### src/hw/rtl/drp_pkg.sv
// shared types, constants and helpers for the dhcp reply parser
// no dependencies; imported by every module of the block
package drp_pkg;

    localparam int HEADER_BYTES      = 236;
    localparam int OPTION_AREA_BYTES = 312;
    localparam int TOTAL_BYTES       = HEADER_BYTES + OPTION_AREA_BYTES;
    localparam int OFF_W             = $clog2(TOTAL_BYTES + 1);
    localparam int OPT_W             = $clog2(OPTION_AREA_BYTES);
    localparam int SUM_W             = ((OPT_W > 8) ? OPT_W : 8) + 1;
    localparam int TICK_W            = 20;
    localparam int PROD_W            = 32 + TICK_W;
    localparam int FIFO_DEPTH        = 4;
    localparam int FIFO_PTR_W        = $clog2(FIFO_DEPTH);
    localparam int FIFO_CNT_W        = $clog2(FIFO_DEPTH + 1);
    localparam int VIDX_W            = 3;
    localparam int TDATA_W           = 152;

    localparam logic [TICK_W-1:0] TICK_RATE_RESET = 20'd1000;

    localparam logic [7:0] OP_BOOTREPLY = 8'd2;
    localparam logic [7:0] OPT_PAD      = 8'd0;
    localparam logic [7:0] OPT_END      = 8'd255;
    localparam logic [7:0] OPT_TYPE     = 8'd53;
    localparam logic [7:0] OPT_LEASE    = 8'd51;
    localparam logic [7:0] OPT_SUBNET   = 8'd1;
    localparam logic [7:0] OPT_ROUTER   = 8'd3;
    localparam logic [7:0] ADDR_BYTES   = 8'd4;

    localparam logic [OFF_W-1:0] YIADDR_FIRST = OFF_W'(16);
    localparam logic [OFF_W-1:0] YIADDR_END   = OFF_W'(20);

    // tracked options, one bit each in a hit vector
    localparam int K_TYPE   = 0;
    localparam int K_LEASE  = 1;
    localparam int K_SUBNET = 2;
    localparam int K_ROUTER = 3;
    localparam int NUM_OPTS = 4;

    localparam logic [2:0] HS_OK         = 3'd0;
    localparam logic [2:0] HS_BAD_OP     = 3'd1;
    localparam logic [2:0] HS_NO_COOKIE  = 3'd2;
    localparam logic [2:0] HS_NO_TYPE    = 3'd3;
    localparam logic [2:0] HS_BAD_TYPE   = 3'd4;

    localparam logic [1:0] OS_OK      = 2'd0;
    localparam logic [1:0] OS_MISSING = 2'd1;
    localparam logic [1:0] OS_BAD     = 2'd2;

    typedef enum logic [3:0] {
        PH_CODE  = 4'b0001,
        PH_LEN   = 4'b0010,
        PH_VALUE = 4'b0100,
        PH_DONE  = 4'b1000
    } walk_phase_t;

    typedef enum logic [3:0] {
        CS_NONE = 4'b0001,
        CS_BUSY = 4'b0010,
        CS_OK   = 4'b0100,
        CS_BAD  = 4'b1000
    } cap_st_t;

    typedef struct packed {
        logic [2:0]  header_status;
        logic [7:0]  message_type;
        logic [31:0] your_ip;
        logic [1:0]  lease_status;
        logic [31:0] lease_sec;
        logic [1:0]  subnet_status;
        logic [31:0] subnet_mask;
        logic [1:0]  router_status;
        logic [31:0] router_ip;
    } drp_result_t;

    function automatic logic [7:0] cookie_byte(input logic [1:0] idx);
        logic [7:0] v;
        unique case (idx)
            2'd0:    v = 8'h63;
            2'd1:    v = 8'h82;
            2'd2:    v = 8'h53;
            default: v = 8'h63;
        endcase
        return v;
    endfunction

    function automatic logic [1:0] opt_status(input cap_st_t st);
        logic [1:0] v;
        unique case (st)
            CS_OK:   v = OS_OK;
            CS_NONE: v = OS_MISSING;
            default: v = OS_BAD;
        endcase
        return v;
    endfunction

endpackage

### src/hw/rtl/drp_front.sv
// front end: accepts message bytes, walks header and option tlvs,
// pushes one summary record per message; uses drp_pkg
module drp_front (
    input  logic                 clk,
    input  logic                 rst_n,
    input  logic                 in_valid,
    output logic                 in_ready,
    input  logic [7:0]           in_byte,
    input  logic                 in_last,
    input  logic                 q_full,
    output logic                 q_push,
    output drp_pkg::drp_result_t q_data
);
    import drp_pkg::*;

    logic [OFF_W-1:0]  off_reg, off_next;
    walk_phase_t       phase_reg, phase_next;
    logic [NUM_OPTS-1:0] hit_reg, hit_next;
    logic [7:0]        left_reg, left_next;
    logic [VIDX_W-1:0] vidx_reg, vidx_next;
    logic              opc_reg, opc_next;
    logic              cookie_reg, cookie_next;
    cap_st_t           st_reg [NUM_OPTS];
    cap_st_t           st_next [NUM_OPTS];
    cap_st_t           st_close [NUM_OPTS];
    logic [31:0]       val_reg [NUM_OPTS];
    logic [31:0]       val_next [NUM_OPTS];
    logic [31:0]       yi_reg, yi_next;

    logic              accept;
    logic              in_opt;
    logic [OFF_W-1:0]  opt_full;
    logic [OPT_W-1:0]  opt_off;
    logic [SUM_W-1:0]  end_sum;
    logic              overrun;
    logic [NUM_OPTS-1:0] len_ok;
    logic [NUM_OPTS-1:0] code_hit;
    logic [1:0]        lease_os, subnet_os, router_os;
    logic [2:0]        hs;

    assign in_ready = !q_full;
    assign accept   = in_valid && in_ready;
    assign q_push   = accept && in_last;

    assign in_opt   = (off_reg >= OFF_W'(HEADER_BYTES)) && (off_reg < OFF_W'(TOTAL_BYTES));
    assign opt_full = off_reg - OFF_W'(HEADER_BYTES);
    assign opt_off  = opt_full[OPT_W-1:0];
    assign end_sum  = SUM_W'(opt_off) + SUM_W'(in_byte);
    assign overrun  = end_sum >= SUM_W'(OPTION_AREA_BYTES);

    assign code_hit[K_TYPE]   = (in_byte == OPT_TYPE);
    assign code_hit[K_LEASE]  = (in_byte == OPT_LEASE);
    assign code_hit[K_SUBNET] = (in_byte == OPT_SUBNET);
    assign code_hit[K_ROUTER] = (in_byte == OPT_ROUTER);

    assign len_ok[K_TYPE]   = (in_byte == 8'd1);
    assign len_ok[K_LEASE]  = (in_byte == ADDR_BYTES);
    assign len_ok[K_SUBNET] = (in_byte == ADDR_BYTES);
    assign len_ok[K_ROUTER] = (in_byte != 8'd0) && (in_byte[1:0] == 2'b00);

    always_comb
    begin
        off_next    = off_reg;
        phase_next  = phase_reg;
        hit_next    = hit_reg;
        left_next   = left_reg;
        vidx_next   = vidx_reg;
        opc_next    = opc_reg;
        cookie_next = cookie_reg;
        yi_next     = yi_reg;
        for (int k = 0; k < NUM_OPTS; k++)
        begin
            st_next[k]  = st_reg[k];
            val_next[k] = val_reg[k];
        end

        if (off_reg == '0)
        begin
            opc_next = (in_byte == OP_BOOTREPLY);
        end
        if ((off_reg >= YIADDR_FIRST) && (off_reg < YIADDR_END))
        begin
            yi_next = {yi_reg[23:0], in_byte};
        end
        if (off_reg < OFF_W'(TOTAL_BYTES))
        begin
            off_next = off_reg + OFF_W'(1);
        end

        if (in_opt)
        begin
            if (opt_off < OPT_W'(4))
            begin
                if (opt_off == '0)
                    cookie_next = (in_byte == cookie_byte(opt_off[1:0]));
                else
                    cookie_next = cookie_reg && (in_byte == cookie_byte(opt_off[1:0]));
            end
            else
            begin
                unique case (phase_reg)
                    PH_CODE:
                    begin
                        if (in_byte == OPT_END)
                        begin
                            phase_next = PH_DONE;
                        end
                        else if (in_byte != OPT_PAD)
                        begin
                            hit_next   = code_hit;
                            phase_next = PH_LEN;
                        end
                    end
                    PH_LEN:
                    begin
                        for (int k = 0; k < NUM_OPTS; k++)
                        begin
                            if (hit_reg[k] && (st_reg[k] == CS_NONE))
                            begin
                                st_next[k]  = (overrun || !len_ok[k]) ? CS_BAD : CS_BUSY;
                                val_next[k] = '0;
                            end
                        end
                        left_next  = in_byte;
                        vidx_next  = '0;
                        phase_next = (in_byte != 8'd0) ? PH_VALUE : PH_CODE;
                    end
                    PH_VALUE:
                    begin
                        // only the first four value bytes are kept
                        for (int k = 0; k < NUM_OPTS; k++)
                        begin
                            if (hit_reg[k] && (st_reg[k] == CS_BUSY))
                            begin
                                if (vidx_reg < VIDX_W'(ADDR_BYTES))
                                    val_next[k] = {val_reg[k][23:0], in_byte};
                                if (left_reg == 8'd1)
                                    st_next[k] = CS_OK;
                            end
                        end
                        if (vidx_reg < VIDX_W'(ADDR_BYTES))
                            vidx_next = vidx_reg + VIDX_W'(1);
                        left_next = left_reg - 8'd1;
                        if (left_reg == 8'd1)
                            phase_next = PH_CODE;
                    end
                    PH_DONE:
                    begin
                        phase_next = PH_DONE;
                    end
                    default:
                    begin
                        phase_next = PH_CODE;
                    end
                endcase
            end
        end
    end

    // an option still open at the last item, or cut right after its code, is bad
    always_comb
    begin
        for (int k = 0; k < NUM_OPTS; k++)
        begin
            if ((st_next[k] == CS_BUSY) ||
                ((st_next[k] == CS_NONE) && (phase_next == PH_LEN) && hit_next[k]))
                st_close[k] = CS_BAD;
            else
                st_close[k] = st_next[k];
        end
    end

    always_comb
    begin
        priority if (!opc_next)
            hs = HS_BAD_OP;
        else if (!cookie_next)
            hs = HS_NO_COOKIE;
        else if (st_close[K_TYPE] == CS_NONE)
            hs = HS_NO_TYPE;
        else if (st_close[K_TYPE] != CS_OK)
            hs = HS_BAD_TYPE;
        else
            hs = HS_OK;
    end

    assign lease_os  = opt_status(st_close[K_LEASE]);
    assign subnet_os = opt_status(st_close[K_SUBNET]);
    assign router_os = opt_status(st_close[K_ROUTER]);

    always_comb
    begin
        q_data.header_status = hs;
        q_data.message_type  = (hs == HS_OK) ? val_next[K_TYPE][7:0] : 8'd0;
        q_data.your_ip       = yi_next;
        q_data.lease_status  = lease_os;
        q_data.lease_sec     = (lease_os == OS_OK) ? val_next[K_LEASE] : 32'd0;
        q_data.subnet_status = subnet_os;
        q_data.subnet_mask   = (subnet_os == OS_OK) ? val_next[K_SUBNET] : 32'd0;
        q_data.router_status = router_os;
        q_data.router_ip     = (router_os == OS_OK) ? val_next[K_ROUTER] : 32'd0;
    end

    always_ff @(posedge clk or negedge rst_n)
    begin
        if (!rst_n)
        begin
            off_reg    <= '0;
            phase_reg  <= PH_CODE;
            hit_reg    <= '0;
            left_reg   <= '0;
            vidx_reg   <= '0;
            opc_reg    <= 1'b0;
            cookie_reg <= 1'b0;
            yi_reg     <= '0;
            for (int k = 0; k < NUM_OPTS; k++)
            begin
                st_reg[k]  <= CS_NONE;
                val_reg[k] <= '0;
            end
        end
        else if (accept)
        begin
            if (in_last)
            begin
                // message done: parser returns to its idle values
                off_reg    <= '0;
                phase_reg  <= PH_CODE;
                hit_reg    <= '0;
                left_reg   <= '0;
                vidx_reg   <= '0;
                opc_reg    <= 1'b0;
                cookie_reg <= 1'b0;
                yi_reg     <= '0;
                for (int k = 0; k < NUM_OPTS; k++)
                begin
                    st_reg[k]  <= CS_NONE;
                    val_reg[k] <= '0;
                end
            end
            else
            begin
                off_reg    <= off_next;
                phase_reg  <= phase_next;
                hit_reg    <= hit_next;
                left_reg   <= left_next;
                vidx_reg   <= vidx_next;
                opc_reg    <= opc_next;
                cookie_reg <= cookie_next;
                yi_reg     <= yi_next;
                for (int k = 0; k < NUM_OPTS; k++)
                begin
                    st_reg[k]  <= st_next[k];
                    val_reg[k] <= val_next[k];
                end
            end
        end
    end

endmodule

### src/hw/rtl/drp_fifo.sv
// short record queue between the byte front end and the lease back end
// uses drp_pkg for the record type and depth
module drp_fifo (
    input  logic                 clk,
    input  logic                 rst_n,
    input  logic                 push,
    input  drp_pkg::drp_result_t push_data,
    input  logic                 pop,
    output drp_pkg::drp_result_t pop_data,
    output logic                 full,
    output logic                 empty
);
    import drp_pkg::*;

    drp_result_t           mem_reg [FIFO_DEPTH];
    logic [FIFO_PTR_W-1:0] wr_reg, wr_next;
    logic [FIFO_PTR_W-1:0] rd_reg, rd_next;
    logic [FIFO_CNT_W-1:0] cnt_reg, cnt_next;
    logic                  do_push, do_pop;

    assign full     = (cnt_reg == FIFO_CNT_W'(FIFO_DEPTH));
    assign empty    = (cnt_reg == '0);
    assign do_push  = push && !full;
    assign do_pop   = pop && !empty;
    assign pop_data = mem_reg[rd_reg];

    always_comb
    begin
        wr_next  = do_push ? wr_reg + FIFO_PTR_W'(1) : wr_reg;
        rd_next  = do_pop ? rd_reg + FIFO_PTR_W'(1) : rd_reg;
        cnt_next = cnt_reg;
        if (do_push && !do_pop)
            cnt_next = cnt_reg + FIFO_CNT_W'(1);
        else if (do_pop && !do_push)
            cnt_next = cnt_reg - FIFO_CNT_W'(1);
    end

    always_ff @(posedge clk or negedge rst_n)
    begin
        if (!rst_n)
        begin
            wr_reg  <= '0;
            rd_reg  <= '0;
            cnt_reg <= '0;
        end
        else
        begin
            wr_reg  <= wr_next;
            rd_reg  <= rd_next;
            cnt_reg <= cnt_next;
        end
    end

    always_ff @(posedge clk)
    begin
        if (do_push)
            mem_reg[wr_reg] <= push_data;
    end

endmodule

### src/hw/rtl/drp_back.sv
// back end: derates the lease, scales it by the tick rate, saturates,
// and holds the result item in the output register; uses drp_pkg
module drp_back (
    input  logic                 clk,
    input  logic                 rst_n,
    input  logic [drp_pkg::TICK_W-1:0] tick_rate,
    input  logic                 q_empty,
    input  drp_pkg::drp_result_t q_data,
    output logic                 q_pop,
    output logic                 out_valid,
    input  logic                 out_ready,
    output logic [drp_pkg::TDATA_W-1:0] out_data
);
    import drp_pkg::*;

    logic              s1_v_reg, s2_v_reg, o_v_reg;
    drp_result_t       s1_reg, s2_reg;
    logic [31:0]       s1_sec_reg;
    logic [PROD_W-1:0] s2_prod_reg;
    logic [TDATA_W-1:0] o_data_reg, o_data_next;
    logic [31:0]       ticks;
    logic              o_adv, s2_adv, s1_adv;

    assign o_adv  = !o_v_reg || out_ready;
    assign s2_adv = !s2_v_reg || o_adv;
    assign s1_adv = !s1_v_reg || s2_adv;
    assign q_pop  = !q_empty && s1_adv;

    assign ticks = (|s2_prod_reg[PROD_W-1:32]) ? 32'hFFFF_FFFF : s2_prod_reg[31:0];

    always_comb
    begin
        o_data_next = '0;
        o_data_next[2:0]     = s2_reg.header_status;
        o_data_next[10:3]    = s2_reg.message_type;
        o_data_next[42:11]   = s2_reg.your_ip;
        o_data_next[44:43]   = s2_reg.lease_status;
        o_data_next[76:45]   = ticks;
        o_data_next[78:77]   = s2_reg.subnet_status;
        o_data_next[110:79]  = s2_reg.subnet_mask;
        o_data_next[112:111] = s2_reg.router_status;
        o_data_next[144:113] = s2_reg.router_ip;
    end

    assign out_valid = o_v_reg;
    assign out_data  = o_data_reg;

    always_ff @(posedge clk or negedge rst_n)
    begin
        if (!rst_n)
        begin
            s1_v_reg <= 1'b0;
            s2_v_reg <= 1'b0;
            o_v_reg  <= 1'b0;
        end
        else
        begin
            if (s1_adv)
                s1_v_reg <= q_pop;
            if (s2_adv)
                s2_v_reg <= s1_v_reg;
            if (o_adv)
                o_v_reg <= s2_v_reg;
        end
    end

    always_ff @(posedge clk)
    begin
        if (q_pop)
        begin
            s1_reg     <= q_data;
            s1_sec_reg <= q_data.lease_sec - {3'b000, q_data.lease_sec[31:3]};
        end
        if (s2_adv && s1_v_reg)
        begin
            s2_reg      <= s1_reg;
            s2_prod_reg <= PROD_W'(s1_sec_reg) * PROD_W'(tick_rate);
        end
        if (o_adv && s2_v_reg)
            o_data_reg <= o_data_next;
    end

endmodule

### src/hw/rtl/dhcp_reply_parser.sv
// top level of the dhcp reply parser: tick rate register, byte front end,
// record queue and lease back end; uses drp_pkg, drp_front, drp_fifo, drp_back
//
//  channel  dir  width  contents
//  s_*      in   8+1    tdata = rx_byte, tlast = last_byte
//  m_*      out  152    one result item per message (fields listed at m_tdata)
//  cfg_*    in   20     tick_rate write
//
// one message byte is taken every cycle; s_tready drops only when the
// four-entry record queue is full.
// after its last byte a result item passes the record queue, then the derate stage,
// the 32x20 multiply stage and saturation into the output register.
// rst_n clears the parser, queue and pipeline and sets tick_rate to 1000.
// m_tready low stalls the back end only; bytes keep flowing until the queue fills.
module dhcp_reply_parser (
    input  logic                         clk,
    input  logic                         rst_n,
    input  logic                         s_tvalid,
    output logic                         s_tready,
    input  logic [7:0]                   s_tdata,   // [7:0] rx_byte
    input  logic                         s_tlast,   // last_byte
    output logic                         m_tvalid,
    input  logic                         m_tready,
    // [2:0] header_status, [10:3] message_type, [42:11] your_ip,
    // [44:43] lease_status, [76:45] lease_ticks, [78:77] subnet_status,
    // [110:79] subnet_mask, [112:111] router_status, [144:113] router_ip
    output logic [drp_pkg::TDATA_W-1:0]  m_tdata,
    input  logic                         cfg_we,
    input  logic [drp_pkg::TICK_W-1:0]   cfg_wdata
);
    import drp_pkg::*;

    logic [TICK_W-1:0] tick_rate_reg;
    logic              q_push, q_pop, q_full, q_empty;
    drp_result_t       q_wdata, q_rdata;

    always_ff @(posedge clk or negedge rst_n)
    begin
        if (!rst_n)
            tick_rate_reg <= TICK_RATE_RESET;
        else if (cfg_we)
            tick_rate_reg <= cfg_wdata;
    end

    drp_front u_front (
        .clk      (clk),
        .rst_n    (rst_n),
        .in_valid (s_tvalid),
        .in_ready (s_tready),
        .in_byte  (s_tdata),
        .in_last  (s_tlast),
        .q_full   (q_full),
        .q_push   (q_push),
        .q_data   (q_wdata)
    );

    drp_fifo u_fifo (
        .clk       (clk),
        .rst_n     (rst_n),
        .push      (q_push),
        .push_data (q_wdata),
        .pop       (q_pop),
        .pop_data  (q_rdata),
        .full      (q_full),
        .empty     (q_empty)
    );

    drp_back u_back (
        .clk       (clk),
        .rst_n     (rst_n),
        .tick_rate (tick_rate_reg),
        .q_empty   (q_empty),
        .q_data    (q_rdata),
        .q_pop     (q_pop),
        .out_valid (m_tvalid),
        .out_ready (m_tready),
        .out_data  (m_tdata)
    );

endmodule
### config.mk
export PLATFORM = sky130hd
export DESIGN_NAME = dhcp_reply_parser
export DESIGN_NICKNAME = d
export VERILOG_FILES = /design/src/hw/rtl/drp_pkg.sv /design/src/hw/rtl/drp_front.sv /design/src/hw/rtl/drp_fifo.sv /design/src/hw/rtl/drp_back.sv /design/src/hw/rtl/dhcp_reply_parser.sv
export SDC_FILE = /design/constraint.sdc
export NUM_CORES = 2
export LEC_CHECK = 0
export ABC_AREA = 1
export BUFFER_PORTS_ARGS = -buffer_cell sky130_fd_sc_hd__buf_4
export CELL_PAD_IN_SITES_DETAIL_PLACEMENT = 2
export CELL_PAD_IN_SITES_GLOBAL_PLACEMENT = 2
export CORE_MARGIN = 5
export CORE_UTILIZATION = 39
export CTS_CLUSTER_DIAMETER = 80
export CTS_CLUSTER_SIZE = 20
export DETAILED_ROUTE_END_ITERATION = 10
export HOLD_SLACK_MARGIN = 0.02
export PLACE_DENSITY = 0.82
export SLEW_MARGIN = 20
export SYNTH_ARGS = -nofsm -noshare
export SYNTH_HDL_FRONTEND = slang
export SYNTH_SLANG_ARGS = --single-unit
export TNS_END_PERCENT = 100
### constraint.sdc
create_clock -name clk -period 8.2 [get_ports clk]
set_input_delay 0 -clock clk [delete_from_list [all_inputs] [get_ports clk]]
set_output_delay 0 -clock clk [all_outputs]
set_load 0.01 [all_outputs]
### Word-level counts from Yosys, hierarchy flattened

Memories as Yosys holds them, arrays and structs flattened.
Cells that the tools add are included.

| storage, ports and cells | value |
|---|---|
| register bits | 668 |
| bits in writable memories | 580 |
| input port bits | 34 |
| output and inout bits | 154 |
| logic and storage cells | 266 |
| memories | 1 |

| cells by class | value |
|---|---|
| $add $sub $neg | 10 |
| $mul | 1 |
| order comparisons | 7 |
| eq/ne operators | 44 |
| mux-type cells | 94 |
| reduce and logical (&&, ||, !) cells | 66 |

Memories:

| memory | words | width | read ports | clocked after Yosys merged registers in | wr ports | line | RTL |
|---|---|---|---|---|---|---|---|
| u_fifo.mem_reg | 4 | 145 | 1 | 0 | 1 | drp_fifo.sv:15 | `drp_result_t mem_reg [FIFO_DEPTH];` |

Operators by type and width:

| operator | count |
|---|---|
| $mux 32 | 14 |
| $mux 112 | 3 |
| $pmux 112 s2 | 1 |
| $mux 4 | 31 |
| $mux 16 | 6 |
| $mux 8 | 10 |
| $eq 4x1->1 const B | 13 |
| $mul 32x20->52 | 1 |
| $eq 4x2->1 const B | 10 |
| $mux 3 | 11 |
| $pmux 16 s2 | 1 |
| $pmux 8 s2 | 2 |
| $sub 32x29->32 | 1 |
| $logic_and 1x1->1 | 29 |
| $mux 10 | 2 |
| $reduce_or 20->1 | 1 |
| $eq 4x3->1 const B | 4 |
| $eq 8x1->1 const B | 2 |
| $eq 8x2->1 const B | 2 |
| $eq 8x6->1 const B | 2 |
| $eq 8x8->1 | 2 |
| $pmux 4 s4 | 1 |
| $pmux 2 s2 | 3 |
| $add 10x1->10 const B | 1 |
| 36 further kinds | 69 |

### Longest topological paths before layout

| depth | value |
|---|---|
| word-level depth | 21 |
| gate-level depth with buffers | 32 |
| mapped depth without buffers | 30 |

### Modules after synthesis

From an unflattened synthesis, not the netlist that was laid out.

| unflattened totals | value |
|---|---|
| cells, all modules | 7508 |
| area total of the unflattened synthesis | 74637.8 um^2 |

By module, submodules not included:

| module | instances | cells an instance | area each (um^2) | seq. area each (um^2) |
|---|---|---|---|---|
| drp_back | 1 | 4059 | 38523.2 | 13738.2 |
| drp_fifo | 1 | 1753 | 23669.0 | 17591.9 |
| drp_front | 1 | 1611 | 11671.2 | 4585.6 |
| dhcp_reply_parser | 1 | 85 | 774.5 | 508.0 |

### Worst setup path after synthesis

Ideal clock, no wire load.

| path | value |
|---|---|
| path type | flip-flop to flip-flop |
| start point | register u_back.o_v_reg, in the netlist u_back.out_valid |
| end point | register u_back.o_data_reg[0], in the netlist u_back.out_data[0], enable pin |
| library setup time | 697 ps |
| data arrival time | 7435 ps |
| data required time | 7503 ps |
| setup slack | 68 ps |
| cell stages (with the launch flop) | 2 |
| buffers on the path | 0 |
| period minus slack after synthesis | 8132 ps |
| cells stage by stage | dfrtp_1 -> a21oi_1 |

| between the ends | value |
|---|---|
| cells in the longest elaborated chain, start to end | 3 |

RTL lines:

| element | line | RTL |
|---|---|---|
| from (decl) | drp_back.sv:16 | `logic s1_v_reg, s2_v_reg, o_v_reg;` |
| from (signal assigned) | drp_back.sv:63 | `o_v_reg <= s2_v_reg;` |
| $logic_not 1->1 | drp_back.sv:24 | `assign o_adv = !o_v_reg \|\| out_ready;` |
| $logic_or 1x1->1 | drp_back.sv:24 |  |
| $logic_and 1x1->1 | drp_back.sv:79 | `if (o_adv && s2_v_reg)` |
| to (signal assigned) | drp_back.sv:80 | `o_data_reg <= o_data_next;` |
| to (decl) | drp_back.sv:20 | `logic [TDATA_W-1:0] o_data_reg, o_data_next;` |

No other way between the ends.
A chain may end at the register's enable or synchronous reset.

### Worst setup path in the final report

| path | value |
|---|---|
| start point | register tick_rate_reg[8] |
| end point | register u_back.s2_prod_reg[44] (data pin) |

| between the ends | value |
|---|---|
| cells in the longest elaborated chain, start to end | 1 |

RTL lines:

| element | line | RTL |
|---|---|---|
| from (decl) | dhcp_reply_parser.sv:33 | `logic [TICK_W-1:0] tick_rate_reg;` |
| from (signal assigned) | dhcp_reply_parser.sv:42 | `tick_rate_reg <= cfg_wdata;` |
| $mul 32x20->52 | drp_back.sv:77 | `s2_prod_reg <= PROD_W'(s1_sec_reg) * PROD_W'(tick_rate);` |
| to (signal assigned) | drp_back.sv:77 |  |
| to (decl) | drp_back.sv:19 | `logic [PROD_W-1:0] s2_prod_reg;` |

No other way between the ends.

==> impl_metrics.ini <==
[timing]
min_period_over_period = 0.960
worst_pin_slew_ns = 1.17
final-setup-viol-count = 0
timing.fmax_mhz = 127
rsz0062_at_grt = false
slew_headroom = 0.220
fin_ws_ns = 0.331
slew_viol_final = 0
clock_skew_ns = 0.0474
timing.final.hold_violations = 0
tns_ns = 0
fin_crit_ns = 7.87

[detailed_routing]
drt.antenna.violating_nets = 0
remaining_drc_errors = 0
wl_per_cell_um = 28.9
num_vias = 52200
drt_iter0_drc = 3885
dr.pass1.iters = 6
via_per_inst = 5.72
routed_wl_mm = 263

[cells_and_area]
final_cells = 9114
fin_area_sq_um = 78200
syn2layout_area_growth_pct = 10.3
nFillCells = 18700
nets = 7455
drive_gt1_frac = 0.0856
largest_register_ffs = 580

[cts]
clkSinkCount = 1248
postCtsHoldBufs = 62
clock_path_buffers = 3
post_cts_resized = 0
htreeDepth = 3
cts_setup_buffers = 0
insertion_delay_ns = 0.76
numCtsBuffers = 87
cts_tree = built
clk_pin_slew_ns = 0.10
cts_root_buf = clkbuf_16

[setup_path]
path_class = register to register
endpoint_kind = register
reg2reg_setup_slack_ns = 0.33
worstPathMaxFanout = 21
r2r-start = tick_rate_reg[8]
reg2reg_depth = 25
worstSetupStartpointType = register
reg2reg_to = u_back.s2_prod_reg[44]
crit_arrival_ns = 8.35
crit_required_ns = 8.68

[synthesis]
synth_area_leader_cell = edfxtp_1
netlist_area_sq_um = 70900
synth_seq_cells = 1248
ys.flop_type = edfxtp_1
yosysMostFrequentCell = inv_1
synth_top_area_share = 0.439
ys_seq_area_frac = 0.514
synth_edf_count = 1035
synth_top_cells_by_area = edfxtp_1, fa_1, dfrtp_1, inv_1, nand2_1
syn_inst = 6572
synthTopCellsByCount = inv_1, nand2_1, edfxtp_1
synthDistinctLibCells = 66
yosys_warnings = 0
synthArstFlopShare = 0.171
syn_avg_cell_area_sq_um = 10.8

[die]
die_w_um = 436
initial_core_util = 0.392
rows = 156
pin_count = 188
fp.dieArea_sq_um = 190000
core_area_sq_um = 181000
die_h_um = 436

[grt]
antenna_found_initial = 7
grt_pass1_vias = 60300
grt_use_total = 0.272
grt_pass1_wl_mm = 393
grt_max_degree = 128
grt-ovfl-total = 0

[placement]
pre_cts_ws_ns = 0.572
io_buffers = 180
dp_hpwl_mm = 181
place_area_sq_um = 74700
dpl.cell_count = 8887
gp_congestion = 0.855

[min_path]
hold_start = m_tready
hold_path.class = primary input to register
hold_end = u_back.out_valid
hold_depth = 5

[flow_run]
drv_cap = 0

[status]
status = complete, no violations
cell usage in the layout (no fill, tap or decap), types with 7 or more instances in the layout:
cell type | synthesis | layout
a31oi_1 | 24 | 24
nor3_1 | 33 | 32
o21a_1 | 11 | 11
buf_4 | 10 | 285
clkbuf_1 | 314 | 36
nor2_1 | 464 | 460
o211ai_1 | 14 | 14
fa_1 | 539 | 539
a221oi_1 | 8 | 8
conb_1 | 1 | 7
xor2_1 | 59 | 59
o21ai_0 | 365 | 365
nand3_1 | 81 | 80
edfxtp_1 | 1035 | 1035
nand4_1 | 13 | 13
inv_1 | 1180 | 1176
mux2_2 | 20 | 20
ha_1 | 214 | 214
xnor2_1 | 28 | 28
clkinv_2 | 0 | 8
a21oi_1 | 215 | 213
a21o_1 | 9 | 9
o22ai_1 | 323 | 323
nor2_2 | 31 | 31
inv_2 | 11 | 10
a22oi_1 | 73 | 73
nor2_4 | 34 | 38
dlygate4sd3_1 | 0 | 61
a32oi_1 | 26 | 26
clkbuf_16 | 0 | 87
inv_6 | 0 | 9
dfstp_2 | 11 | 11
nor4_1 | 18 | 15
nand2_2 | 10 | 11
dfrtp_1 | 202 | 200
nand2_1 | 1098 | 1097
nand3_2 | 7 | 8
per-stage QoR:
step / hold WS, ns / util
global route: 0.0963 / 0.432
floorplan: -0.296 / -
global placement: 0.111 / 0.413
finish: 0.0881 / 0.432
detailed placement: 0.113 / 0.413
CTS: 0.0430 / 0.432
metal layers:
metal	up-vias	track usage	routed length, um
li1	21700	-	-
met1	27600	0.311	96300
met2	2020	0.492	137000
met3	899	0.0352	12200
met4	6	0.154	17900
met5	-	0	37
cells by family (layout without fill, tap and decap cells):
| family | count (synthesis) | in the layout | share of synthesized area |
|---|---|---|---|
| AND/OR/NAND/NOR | 1809 | 1809 | 0.106 |
| buffers and inverters | 1540 | 1704 | 0.0834 |
| flip-flops | 1248 | 1248 | 0.514 |
| AO/OA/AOI/OAI | 1112 | 1112 | 0.0921 |
| adder cells (fa/ha/maj) | 753 | 753 | 0.190 |
| XOR/XNOR | 89 | 89 | 0.0112 |
| multiplexers | 20 | 20 | 0.00318 |
| other | 1 | 9 | 0.0000529 |
worst max path at each step:
stage,from,end,slack (ns),cells past startpoint
final,tick_rate_reg[8],u_back.s2_prod_reg[44],0.33,25
after global routing,tick_rate_reg[10],u_back.s2_prod_reg[44],0.13,25
after CTS,tick_rate_reg[10],u_back.s2_prod_reg[44],0.39,25
after detailed placement,tick_rate_reg[8],u_back.s2_prod_reg[49],0.57,24
after global placement,tick_rate_reg[8],u_back.s2_prod_reg[49],0.97,24
after floorplan,u_back.out_valid,u_back.out_data[0],0.07,1
critical path: stages (launching register included):
cell and delay [ns]:
dfstp_2 0.91, buf_4 0.34, nand2_1 0.13, fa_1 0.58
inv_1 0.06, fa_1 0.51, inv_1 0.07, fa_1 0.50
inv_1 0.06, fa_1 0.55, inv_1 0.06, fa_1 0.48
inv_1 0.06, fa_1 0.53, inv_1 0.07, fa_1 0.47
inv_1 0.04, ha_1 0.38, nand2_1 0.13, nor2_1 0.18
inv_1 0.11, nor4_1 0.40, nand3_1 0.13, nand3_1 0.23
a21oi_1 0.14, xnor2_1 0.46
cell type report:
type	instances	area (sq um)	share of cell area
inverter	1192	4500	0.0576
clock inverter	34	424	0.00543
timing repair buffer	349	2810	0.0360
multi-input combinational	3790	28600	0.366
antenna	2	5.00	0.0000640
clock buffer	129	2390	0.0306
tap	2370	2970	0.0379
sequential	1248	36400	0.466
Power is not shown: default switching activity piles up to over one toggle a cycle in this logic, so the estimate is an artifact.
